--- src/rtl/d2h_pkg.sv ---
// Package with the payload types, control word types and microcode table of the converter.
`timescale 1ns / 1ps

package d2h_pkg;

    // Fixed field widths of the channels.
    localparam int HS_W         = 6;
    localparam int ADDR_FIELD_W = 24;
    localparam int DATA_FIELD_W = 64;
    localparam int OFFSET_W     = 16;

    // Reset value of the hack size register.
    localparam logic [HS_W-1:0] HS_RESET = 6'd32;

    // Result kinds.
    localparam logic [1:0] KIND_VALUE = 2'd0;
    localparam logic [1:0] KIND_DIAG  = 2'd1;
    localparam logic [1:0] KIND_HACK  = 2'd2;

    // One input item.
    typedef struct packed {
        logic [63:0]                element_bits;
        logic signed [OFFSET_W-1:0] diag_offset;
        logic                       end_of_diagonal;
        logic                       end_of_hack;
    } in_t;

    // One result item.
    typedef struct packed {
        logic [1:0]              kind;
        logic [ADDR_FIELD_W-1:0] address;
        logic [DATA_FIELD_W-1:0] data;
        logic                    overflow;
        logic                    last;
    } out_t;

    // Microprogram steps.
    typedef enum logic [2:0] {
        ST_IDLE,
        ST_GROUP,
        ST_DOFF,
        ST_READ,
        ST_VAL,
        ST_GDONE,
        ST_HACK
    } step_t;

    // Jump conditions.
    typedef enum logic [2:0] {
        C_NEVER,
        C_ACC_END,
        C_NZ,
        C_MORE,
        C_EOH
    } cond_t;

    // How the last flag of an emitted result is formed.
    typedef enum logic [1:0] {
        LAST_NONE,
        LAST_ROWS,
        LAST_ALWAYS
    } last_sel_t;

    // Control word fields that drive the datapath.
    typedef struct packed {
        logic      take;
        logic      base_load;
        logic      rd_en;
        logic      emit;
        logic [1:0] kind;
        last_sel_t last_sel;
        logic      group_done;
    } ctrl_t;

    // Status returned by the datapath for jump decisions.
    typedef struct packed {
        logic acc_end;
        logic nz;
        logic more;
        logic eoh;
        logic out_free;
    } stat_t;

    // One full microcode word.
    typedef struct packed {
        ctrl_t ctrl;
        cond_t cond;
        step_t target;
        step_t nxt;
    } ucode_t;

    // Read-only microprogram. A taken condition goes to target, otherwise to nxt.
    function automatic ucode_t ucode_rom(input step_t step);
        ucode_t w;
        w = '{ctrl: '{take: 1'b0, base_load: 1'b0, rd_en: 1'b0, emit: 1'b0,
                      kind: KIND_VALUE, last_sel: LAST_NONE, group_done: 1'b0},
              cond: C_NEVER, target: ST_IDLE, nxt: ST_IDLE};
        unique case (step)
            ST_IDLE: begin
                w.ctrl.take = 1'b1;
                w.cond      = C_ACC_END;
                w.target    = ST_GROUP;
                w.nxt       = ST_IDLE;
            end
            ST_GROUP: begin
                w.ctrl.base_load = 1'b1;
                w.cond           = C_NZ;
                w.target         = ST_DOFF;
                w.nxt            = ST_GDONE;
            end
            ST_DOFF: begin
                w.ctrl.emit = 1'b1;
                w.ctrl.kind = KIND_DIAG;
                w.nxt       = ST_READ;
            end
            ST_READ: begin
                w.ctrl.rd_en = 1'b1;
                w.nxt        = ST_VAL;
            end
            ST_VAL: begin
                w.ctrl.emit     = 1'b1;
                w.ctrl.kind     = KIND_VALUE;
                w.ctrl.last_sel = LAST_ROWS;
                w.cond          = C_MORE;
                w.target        = ST_READ;
                w.nxt           = ST_GDONE;
            end
            ST_GDONE: begin
                w.ctrl.group_done = 1'b1;
                w.cond            = C_EOH;
                w.target          = ST_HACK;
                w.nxt             = ST_IDLE;
            end
            ST_HACK: begin
                w.ctrl.emit     = 1'b1;
                w.ctrl.kind     = KIND_HACK;
                w.ctrl.last_sel = LAST_ALWAYS;
                w.nxt           = ST_IDLE;
            end
            default: begin
                w.nxt = ST_IDLE;
            end
        endcase
        return w;
    endfunction

endpackage

--- src/rtl/d2h_ram.sv ---
// Generic single-port-write, single-port-read RAM with registered read data.
`timescale 1ns / 1ps

module d2h_ram #(
    parameter int WIDTH = 64,
    parameter int DEPTH = 32
) (
    input  logic                                    aclk,
    input  logic                                    we,
    input  logic [((DEPTH > 1) ? $clog2(DEPTH) : 1)-1:0] waddr,
    input  logic [WIDTH-1:0]                        wdata,
    input  logic                                    re,
    input  logic [((DEPTH > 1) ? $clog2(DEPTH) : 1)-1:0] raddr,
    output logic [WIDTH-1:0]                        rdata
);

    logic [WIDTH-1:0] mem [DEPTH];
    logic [WIDTH-1:0] rdata_reg;

    // Write port.
    always_ff @(posedge aclk) begin
        if (we) begin
            mem[waddr] <= wdata;
        end
    end

    // Registered read port; data holds while no read is issued.
    always_ff @(posedge aclk) begin
        if (re) begin
            rdata_reg <= mem[raddr];
        end
    end

    assign rdata = rdata_reg;

endmodule

--- src/rtl/d2h_seq.sv ---
// Microcode sequencer: step counter, control word table and conditional jumps.
`timescale 1ns / 1ps

module d2h_seq
    import d2h_pkg::*;
(
    input  logic  aclk,
    input  logic  aresetn,
    input  stat_t stat,
    output ctrl_t ctrl
);

    step_t  step_reg;
    step_t  step_next;
    ucode_t word;
    logic   taken;

    // Step counter.
    always_ff @(posedge aclk) begin
        if (!aresetn) begin
            step_reg <= ST_IDLE;
        end else begin
            step_reg <= step_next;
        end
    end

    // Fetch the control word, evaluate its condition and pick the next step.
    always_comb begin
        word = ucode_rom(step_reg);
        unique case (word.cond)
            C_ACC_END: taken = stat.acc_end;
            C_NZ:      taken = stat.nz;
            C_MORE:    taken = stat.more;
            C_EOH:     taken = stat.eoh;
            default:   taken = 1'b0;
        endcase
        if (word.ctrl.emit && !stat.out_free) begin
            // The output register is still occupied, so the emitting step waits.
            step_next = step_reg;
        end else if (taken) begin
            step_next = word.target;
        end else begin
            step_next = word.nxt;
        end
        ctrl = word.ctrl;
    end

endmodule

--- src/rtl/d2h_dp.sv ---
// Datapath: group buffer, counters, address arithmetic and the output register.
`timescale 1ns / 1ps

module d2h_dp
    import d2h_pkg::*;
#(
    parameter int HACK_MAX     = 32,
    parameter int ELEMENT_BITS = 64,
    parameter int ADDRESS_BITS = 24
) (
    input  logic            aclk,
    input  logic            aresetn,
    input  ctrl_t           ctrl,
    output stat_t           stat,
    input  logic            cfg_valid,
    input  logic [HS_W-1:0] cfg_data,
    input  logic            s_valid,
    input  in_t             s_data,
    output logic            m_valid,
    input  logic            m_ready,
    output out_t            m_data
);

    localparam int RW  = $clog2(HACK_MAX + 1);
    localparam int RAW = (HACK_MAX > 1) ? $clog2(HACK_MAX) : 1;
    localparam int BW  = ADDRESS_BITS + HS_W;
    localparam int SW  = BW + 1;
    localparam int AXW = (ADDRESS_BITS > ADDR_FIELD_W) ? ADDRESS_BITS : ADDR_FIELD_W;
    localparam logic [ADDRESS_BITS-1:0] ADDR_MAX = '1;

    logic [HS_W-1:0]         hs_reg;
    logic [HS_W-1:0]         eh;
    logic [RW-1:0]           row_reg;
    logic                    nz_reg;
    logic [RW-1:0]           rcnt_reg;
    logic [ADDRESS_BITS-1:0] pos_reg;
    logic                    pfull_reg;
    logic [ADDRESS_BITS-1:0] hack_reg;
    logic [BW-1:0]           base_reg;
    logic [OFFSET_W-1:0]     offset_reg;
    logic                    eoh_reg;
    logic                    m_valid_reg;
    out_t                    m_data_reg;

    logic                    accept;
    logic                    store;
    logic [ELEMENT_BITS-1:0] elem;
    logic [ELEMENT_BITS-1:0] rdata;
    logic                    out_free;
    logic                    fire;
    logic                    more;
    logic [SW-1:0]           val_sum;
    logic                    val_sat;
    logic                    hack_sat;
    logic [ADDRESS_BITS-1:0] addr_ab;
    logic [AXW-1:0]          addr_ext;
    out_t                    res;

    assign accept   = s_valid && ctrl.take;
    assign elem     = s_data.element_bits[ELEMENT_BITS-1:0];
    assign out_free = !m_valid_reg || m_ready;
    assign fire     = ctrl.emit && out_free;
    assign store    = accept && ((HS_W + 1)'(row_reg) < (HS_W + 1)'(eh));
    assign more     = ((RW + 1)'(rcnt_reg) + (RW + 1)'(1)) < (RW + 1)'(row_reg);

    // Hack size in force, clamped to 1..HACK_MAX.
    always_comb begin
        if (hs_reg == '0) begin
            eh = HS_W'(1);
        end else if (hs_reg > HS_W'(HACK_MAX)) begin
            eh = HS_W'(HACK_MAX);
        end else begin
            eh = hs_reg;
        end
    end

    // Buffer for the rows of one diagonal group.
    d2h_ram #(
        .WIDTH(ELEMENT_BITS),
        .DEPTH(HACK_MAX)
    ) u_buf (
        .aclk  (aclk),
        .we    (store),
        .waddr (row_reg[RAW-1:0]),
        .wdata (elem),
        .re    (ctrl.rd_en),
        .raddr (rcnt_reg[RAW-1:0]),
        .rdata (rdata)
    );

    // Configuration register.
    always_ff @(posedge aclk) begin
        if (!aresetn) begin
            hs_reg <= HS_RESET;
        end else if (cfg_valid) begin
            hs_reg <= cfg_data;
        end
    end

    // Group, position and hack counters.
    always_ff @(posedge aclk) begin
        if (!aresetn) begin
            row_reg   <= '0;
            nz_reg    <= 1'b0;
            rcnt_reg  <= '0;
            pos_reg   <= '0;
            pfull_reg <= 1'b0;
            hack_reg  <= '0;
            eoh_reg   <= 1'b0;
        end else begin
            if (store) begin
                row_reg <= row_reg + RW'(1);
                if (elem != '0) begin
                    nz_reg <= 1'b1;
                end
            end
            if (accept) begin
                eoh_reg <= s_data.end_of_hack;
            end
            if (ctrl.base_load) begin
                rcnt_reg <= '0;
            end else if (fire && ctrl.kind == KIND_VALUE) begin
                rcnt_reg <= rcnt_reg + RW'(1);
            end
            if (ctrl.group_done) begin
                row_reg <= '0;
                nz_reg  <= 1'b0;
                if (nz_reg) begin
                    if (pos_reg == ADDR_MAX) begin
                        pfull_reg <= 1'b1;
                    end else begin
                        pos_reg <= pos_reg + ADDRESS_BITS'(1);
                    end
                end
            end
            if (fire && ctrl.kind == KIND_HACK && !hack_sat) begin
                hack_reg <= hack_reg + ADDRESS_BITS'(1);
            end
        end
    end

    // Diagonal offset and the row base address of the group.
    always_ff @(posedge aclk) begin
        if (accept) begin
            offset_reg <= s_data.diag_offset;
        end
        if (ctrl.base_load) begin
            base_reg <= BW'(pos_reg) * BW'(eh);
        end
    end

    // Result assembly for the current step.
    always_comb begin
        val_sum  = SW'(base_reg) + SW'(rcnt_reg);
        val_sat  = (val_sum > SW'(ADDR_MAX));
        hack_sat = (hack_reg == ADDR_MAX);
        res      = '0;
        res.kind = ctrl.kind;
        case (ctrl.kind)
            KIND_VALUE: begin
                addr_ab      = val_sat ? ADDR_MAX : val_sum[ADDRESS_BITS-1:0];
                res.data     = DATA_FIELD_W'(rdata);
                res.overflow = pfull_reg || val_sat;
            end
            KIND_DIAG: begin
                addr_ab      = pos_reg;
                res.data     = {{(DATA_FIELD_W - OFFSET_W){offset_reg[OFFSET_W-1]}},
                                offset_reg};
                res.overflow = pfull_reg;
            end
            KIND_HACK: begin
                addr_ab      = hack_sat ? ADDR_MAX : hack_reg + ADDRESS_BITS'(1);
                res.data     = DATA_FIELD_W'((ADDRESS_BITS + 1)'(pos_reg)
                                             + (ADDRESS_BITS + 1)'(pfull_reg));
                res.overflow = pfull_reg || hack_sat;
            end
            default: begin
                addr_ab = '0;
            end
        endcase
        addr_ext    = AXW'(addr_ab);
        res.address = addr_ext[ADDR_FIELD_W-1:0];
        case (ctrl.last_sel)
            LAST_ROWS:   res.last = !eoh_reg && !more;
            LAST_ALWAYS: res.last = 1'b1;
            default:     res.last = 1'b0;
        endcase
    end

    // Output register: loads on an emitting step, empties on a transfer.
    always_ff @(posedge aclk) begin
        if (!aresetn) begin
            m_valid_reg <= 1'b0;
        end else if (fire) begin
            m_valid_reg <= 1'b1;
        end else if (m_ready) begin
            m_valid_reg <= 1'b0;
        end
    end

    always_ff @(posedge aclk) begin
        if (fire) begin
            m_data_reg <= res;
        end
    end

    assign m_valid = m_valid_reg;
    assign m_data  = m_data_reg;

    // Status for the sequencer.
    assign stat.acc_end  = accept && (s_data.end_of_diagonal || s_data.end_of_hack);
    assign stat.nz       = nz_reg;
    assign stat.more     = more;
    assign stat.eoh      = eoh_reg;
    assign stat.out_free = out_free;

endmodule

--- src/rtl/dia_to_hacked_dia_converter.sv ---
// Top level of the DIA to hacked-DIA converter: sequencer and datapath.
//
//   Channel   Ports                               Moves
//   config    cfg_valid, cfg_ready, cfg_data      hack size register write
//   input     s_valid, s_ready, s_data            one matrix element row item
//   result    m_valid, m_ready, m_data            one value, offset or hack write
//
// An item that does not close a group is taken on the idle step. An item that closes a
// nonzero group runs the group and offset steps, a read and a value step per row, then
// group done and, at a hack end, the hack step; an all-zero group skips offset and rows.
// Each buffered row costs two microcode steps, one for the buffer read port and
// one for the write into the output register. A stalled output register holds the
// sequencer on its emitting step. Reset is synchronous and needs no clearing pass.
`timescale 1ns / 1ps

module dia_to_hacked_dia_converter
    import d2h_pkg::*;
#(
    parameter int HACK_MAX     = 32,
    parameter int ELEMENT_BITS = 64,
    parameter int ADDRESS_BITS = 24
) (
    input  logic            aclk,
    input  logic            aresetn,
    input  logic            cfg_valid,
    output logic            cfg_ready,
    input  logic [HS_W-1:0] cfg_data,
    input  logic            s_valid,
    output logic            s_ready,
    input  in_t             s_data,
    output logic            m_valid,
    input  logic            m_ready,
    output out_t            m_data
);

    ctrl_t ctrl;
    stat_t stat;

    // The register takes a write in any cycle.
    assign cfg_ready = 1'b1;

    // Input is taken only on the idle step of the microprogram.
    assign s_ready = ctrl.take;

    // Microprogram sequencer.
    d2h_seq u_seq (
        .aclk    (aclk),
        .aresetn (aresetn),
        .stat    (stat),
        .ctrl    (ctrl)
    );

    // Datapath.
    d2h_dp #(
        .HACK_MAX     (HACK_MAX),
        .ELEMENT_BITS (ELEMENT_BITS),
        .ADDRESS_BITS (ADDRESS_BITS)
    ) u_dp (
        .aclk      (aclk),
        .aresetn   (aresetn),
        .ctrl      (ctrl),
        .stat      (stat),
        .cfg_valid (cfg_valid),
        .cfg_data  (cfg_data),
        .s_valid   (s_valid),
        .s_data    (s_data),
        .m_valid   (m_valid),
        .m_ready   (m_ready),
        .m_data    (m_data)
    );

endmodule

--- config.mk ---
export PLATFORM = sky130hd
export DESIGN_NAME = dia_to_hacked_dia_converter
export DESIGN_NICKNAME = d
export VERILOG_FILES = /design/src/rtl/d2h_pkg.sv /design/src/rtl/d2h_ram.sv /design/src/rtl/d2h_seq.sv /design/src/rtl/d2h_dp.sv /design/src/rtl/dia_to_hacked_dia_converter.sv
export SDC_FILE = /design/constraint.sdc
export NUM_CORES = 2
export LEC_CHECK = 0
export BUFFER_PORTS_ARGS = -buffer_cell sky130_fd_sc_hd__clkbuf_2
export CAP_MARGIN = 15
export CORE_UTILIZATION = 50
export CTS_CLUSTER_DIAMETER = 50
export DETAILED_ROUTE_END_ITERATION = 8
export PLACE_DENSITY_LB_ADDON = 0.05
export SYNTH_ARGS = -nofsm -noshare
export SYNTH_HDL_FRONTEND = slang
export SYNTH_SLANG_ARGS = --single-unit
--- constraint.sdc ---
create_clock -name aclk -period 5.7 [get_ports aclk]
set_clock_uncertainty 0.1 [all_clocks]
set_input_delay 0.285 -clock aclk [delete_from_list [all_inputs] [get_ports aclk]]
set_output_delay 0.285 -clock aclk [all_outputs]
set_load 0.1 [all_outputs]
; Word-level counts from Yosys, hierarchy flattened
; Memory sizes are Yosys's and may differ from the RTL's. A register that Yosys moved wholly into a read port is not among the register bits.
; Cells that the tools add are included.
; Widths: inputs -> output; s select.
[totals]
reg_bits = 211
wordCells = 98
ramBits = 2048
mem_count = 1
[mem_list]
columns = name, words, word_bits, read_ports, rd_ports_with_merged_regs, wr, line_no
row1 = u_dp.u_buf.mem, 32, 64, 1, 1, 1, d2h_ram.sv:17  ; logic [WIDTH-1:0] mem [DEPTH];
[classes]
n_eq_ne = 16
n_reduce_logical = 29
muxes = 21
n_bitwise = 2
addsub = 7
multipliers = 1
order_cmp = 4
[op_table]
columns = operator, n
row1 = $pmux 65 s3, 1
row2 = $pmux 24 s3, 1
row3 = $reduce_bool 64->1, 1
row4 = $add 24x1->24 const B, 2
row5 = $eq 24x24->1 const B, 2
row6 = $mux 24, 2
row7 = $add 30x6->31, 1
row8 = $gt 31x24->1 const B, 1
row9 = $mul 24x6->30, 1
row10 = $add 24x1->25, 1
row11 = $pmux 6 s4, 1
row12 = $pmux 3 s3, 2
row13 = $add 6x1->6 const B, 2
row14 = $eq 3x2->1 const B, 4
row15 = $eq 3x3->1 const B, 4
row16 = $mux 6, 2
row17 = $logic_and 1x1->1, 9
row18 = $mux 1, 8
row19 = $add 6x1->7 const B, 1
row20 = $lt 7x6->1, 1
row21 = $eq 3x1->1 const B, 2
row22 = $gt 6x6->1 const B, 1
row23 = $logic_not 6->1, 1
row24 = $lt 6x6->1, 1
row25 = 15 further kinds, 28

; Logic depth before layout (Yosys ltp)
[depth]
ltp_word = 7
depth_mapped = 20
ltp_nobuf = 18

; Hierarchy
; Synthesis repeated with hierarchy kept, for this count alone.
[hier_totals]
hier_cells = 4637
hier_area_um2 = 94856.0
[modules_own_cells]
columns = module, instances, area_each_um2, cells_per_inst, seq_area_each_um2
row1 = d2h_ram, 1, 79592.6, 3097, 63420.8
row2 = d2h_dp, 1, 14959.3, 1503, 5545.3
row3 = d2h_seq, 1, 292.8, 35, 60.1
row4 = dia_to_hacked_dia_converter, 1, 11.3, 2, 0.0

; Worst setup path after synthesis
; No wires, ideal clock.
[synth_timing]
path_kind = flip-flop to flip-flop
start = register u_seq.step_reg[0]
end = memory u_dp.u_buf.mem[10][0] (enable)
t_arrival_ns = 6.560
synth_period_minus_slack_ns = 7.146
stages_incl_launch_ff = 8
path_slack_ns = -1.446
n_path_buf = 2
path_cell_list = dfxtp_1 -> clkbuf_1 -> nor3_1 -> nand2_1 -> a211oi_1 -> clkbuf_1 -> nand2_1 -> nor2_1
[synth_via]
elab_chain_len = 6
[synth_lines]
columns = item, line_no
row1 = "start, declared", d2h_seq.sv:13  ; step_t step_reg;
row2 = "start signal, assigned", d2h_seq.sv:23  ; step_reg <= step_next;
row3 = $logic_not 3->1, d2h_pkg.sv:98  ; unique case (step)
row4 = $mux 1, d2h_pkg.sv:98
row5 = via s_ready, dia_to_hacked_dia_converter.sv:29  ; output logic s_ready,
row6 = $logic_and 1x1->1, d2h_dp.sv:59  ; assign accept = s_valid && ctrl.take;
row7 = $logic_and 1x1->1, d2h_dp.sv:63  ; assign store = accept && ((HS_W + 1)'(row_reg) < (HS_W + 1)'(eh));
row8 = $mux 1, d2h_ram.sv:22  ; if (we) begin
row9 = $mux 1 (implied by the code), d2h_ram.sv:23  ; mem[waddr] <= wdata;
row10 = "end, declared", d2h_ram.sv:17
; The timed path passes the listed nets, and every way through them passes these cells.

; Final worst setup path
[layout_timing]
start = register u_dp.hs_reg[2]
end = register u_dp.base_reg[29], data pin
[layout_via]
elab_chain_len = 4
[layout_lines]
columns = item, line_no
row1 = "start, declared", d2h_dp.sv:31  ; logic [HS_W-1:0] hs_reg;
row2 = "start signal, assigned", d2h_dp.sv:96  ; hs_reg <= cfg_data;
row3 = $gt 6x6->1, d2h_dp.sv:70  ; end else if (hs_reg > HS_W'(HACK_MAX)) begin
row4 = $mux 6, d2h_dp.sv:70
row5 = $mux 6 *, d2h_dp.sv:68  ; if (hs_reg == '0) begin
row6 = $mul 24x6->30 *, d2h_dp.sv:148  ; base_reg <= BW'(pos_reg) * BW'(eh);
row7 = "end signal, assigned", d2h_dp.sv:148
row8 = "end, declared", d2h_dp.sv:39  ; logic [BW-1:0] base_reg;
; Every way passes the cells marked *; elsewhere a longest branch is shown, timed or not.
; A chain may end at the register's enable or synchronous reset.

==> reports/summary.txt <==
Max transition margin: 0.2346
clock-pin transition on the worst setup and hold timing paths: 60 ps
final worst slack: 307.1 ps
Post-synth ARST share: 0
area of the core: 188,000 µm²
largest net degree at the start of global routing: 133
Fmax: 185.4 MHz
worst slew pin tran: 1145 ps
Mapped Area: 94,660 µm²
synthesis-to-layout area growth: 14.43%
DP Area: 99,580 µm²
Hold Path Origin: s_data[48]
CP top delay family: adder cells
CP max stage delay: 600 ps
Std-Cell Rows: 159
Clock H-tree levels: 4
vias post-DR: 46,200
HP Class: input port to flop
Antenna Nets Post-Route: 0
placer congestion estimate: 0.8209
Setup crit start kind: flop
syn avg cell area: 20.52 µm²
# Max-Cap Violations: 0
minimum clock period after layout: 5393 ps
clock root buffer: clkbuf_16
WP buf/inv: 3
vias in the first global route: 46,960
RSZ-0062 raised after global routing: no
WP data required: 6150 ps
Hold WS: 22.03 ps
initial antenna violation count: 10
Via-to-Cell Ratio: 5.974
cell internal pwr: 32.13 mW
reg2reg start: u_dp.hs_reg[2]
IO Pins: 188
Placed Cells: 7,194
EDFF count, synth: 2,250
slowest CP cell: or4_1
setup TNS: 0 ps
Clock Latency Late Sink: 850 ps
Clk pwr share: 0.351
WHS Endpoint: u_dp.u_buf.mem[28][30]
TritonCTS Sinks: 2,323
Bufs on Longest Clock Path: 3
TritonCTS clock tree: yes
DRT Wirelength: 235,300 µm
Final Non-Filler Cells: 7,733
final core utilization: 0.5762
drt wl/cell: 30.43 µm
first-pass GRT wire length: 338,400 µm
Leak: 34.57 nW
Comb power frac: 0.199
Crit Path Class: flop to flop
Cells after Synth: 4,613
post-CTS setup buffer count: 0
Power Total: 44.30 mW
Reg2Reg Capture Point: u_dp.base_reg[29]
most frequent cells in the layout: edfxtp_1 (2,250), mux4_2 (640), clkbuf_16 (244)
syn nets: 4,862
# fillers: 13,940
share of cells above drive strength 1: 0.2747
Die Y: 437.1 µm
Pwr Density: 409.0 nW/µm²
Crit. End Element: flop
DP Worst Slack: 145.6 ps
residual DRC count: 36
sw frac: 0.2749
post-synth cell types: 62
1st-iter DRT viols: 4,721
Slew Viols, Final: 0
Final Hold Viols: 0
Synth Flop Type: edfxtp_1
HPWL Detailed: 130,200 µm
max FFs per register: 2,048
Hold Crit Depth: 1
Switch Pwr: 12.18 mW
gr ovfl total: 0
Initial Utilization: 0.5035
Design Area, Final: 108,300 µm²
area of the die: 191,100 µm²
DRT Pass-1 Iters: 8
# setup viols final: 0
register bit total from synthesis: 2,323
Worst R2R Setup Slack: 310 ps
IO buf count: 186
peak supply drop: 0.3626 mV
crit-path max FO: 7
period utilization: 0.9461
Flop pwr share: 0.450
most common cell after layout, fill and taps aside: edfxtp_1
warnings from Yosys: 0
Arrival @ worst endpoint: 5840 ps
CP most frequent cell: fa_1
Die W: 437.1 µm
reg2reg path depth: 19
GRT Resource Usage Total: 0.2489
CTS Buf Count: 239
NumNets Final: 5,278
ordered cell list for the critical path: nor4_2, nor2_1, nor2_2, buf_4, and2_1, fa_1, inv_1, fa_1, fa_1, inv_1, ha_1, a21o_1, a31oi_1, or4_1, a31oi_2, o211a_1, o41a_1, nor4_1, a211o_1
status: finished, violations left
register area share after synthesis: 0.7292
failing checks: design-rule violations
[logic make-up after synthesis]
logic type / share of synthesized area
buf+inv: 0.01640
other cells: 0.00003961
compound gates: 0.01807
simple gates: 0.03421
flops: 0.7292
mux: 0.1616
xor+xnor: 0.01277
fa+ha+maj: 0.02776
[worst max-delay path by stage]
stage | from | endpoint | slack (ps) | depth (start not counted)
after floorplan | u_seq.step_reg[0] | u_dp.u_buf.mem[0][0] | 530 | 7
after global placement | u_dp.hs_reg[1] | u_dp.base_reg[29] | 220 | 19
after detailed placement | u_dp.hs_reg[1] | u_dp.base_reg[29] | 150 | 19
after CTS | u_dp.hs_reg[1] | u_dp.base_reg[29] | 120 | 19
after global routing | u_dp.hs_reg[1] | u_dp.base_reg[29] | 60 | 19
final | u_dp.hs_reg[2] | u_dp.base_reg[29] | 310 | 19
[power by group through the flow]
stage / registers, mW / logic, mW / clock network [mW]
3_5_place_dp: 20.3 / 8.88 / 0
3_3_place_gp: 20.3 / 8.89 / 0
5_1_grt: 20.0 / 9.34 / 16.5
4_1_cts: 20.0 / 8.97 / 15.8
6_report: 19.9 / 8.80 / 15.6
2_1_floorplan: 21.7 / 5.03 / 0
[Yosys cell counts, types with 43 or more instances]
| cell type | n | area share |
|---|---|---|
| buf_2 | 44 | 0.0023 |
| xnor2_1 | 94 | 0.0087 |
| clkbuf_1 | 178 | 0.0071 |
| mux2_2 | 66 | 0.0079 |
| and2_1 | 170 | 0.011 |
| fa_1 | 90 | 0.019 |
| o21ai_0 | 74 | 0.0039 |
| nand3_1 | 43 | 0.0023 |
| mux4_2 | 640 | 0.15 |
| inv_1 | 155 | 0.0061 |
| dfxtp_1 | 73 | 0.015 |
| a21o_1 | 53 | 0.0042 |
| xor2_1 | 44 | 0.0041 |
| nor2_1 | 134 | 0.0053 |
| edfxtp_1 | 2250 | 0.71 |
| nand2_1 | 131 | 0.0052 |
| ha_1 | 66 | 0.0087 |
[layout make-up]
class	instances	area, µm²	area share
flip-flops and latches	2323	69050	0.6374
multi-input cells	1896	24370	0.2250
clock buffers	297	6315	0.05830
repair buffers	414	3363	0.03105
well taps	2495	3122	0.02882
clock inverters	150	1509	0.01393
inverters	155	584.3	0.005394
diodes	3	7.507	0.00006930
[worst register-to-register path, stage by stage, from the launching register on]
cell and delay [ps]:
dfxtp_1 360, nor4_2 70, nor2_1 300, nor2_2 90, buf_4 170, and2_1 170, fa_1 530, inv_1 60
fa_1 500, fa_1 500, inv_1 40, ha_1 340, a21o_1 180, a31oi_1 130, or4_1 600, a31oi_2 290
o211a_1 190, o41a_1 190, nor4_1 60, a211o_1 280
[per-layer routing]
layer  routed length (µm)  part of all wire  up-vias  track usage
met1               103700              0.44    24720       0.3672
met5                   22          0.000093        -            0
met4                 6766             0.029        4      0.07343
li1                     -                 -    19530            -
met2               110600              0.47     1581       0.3868
met3                14300             0.061      355      0.03915
[repair_timing]
action	4_1_cts	5_1_grt
resized for setup	0	4
setup endpoints to repair	0	2
endpoints found under the hold margin	1312	0
hold buffers	88	0
No activity file was read; power rests on OpenSTA's default activity.
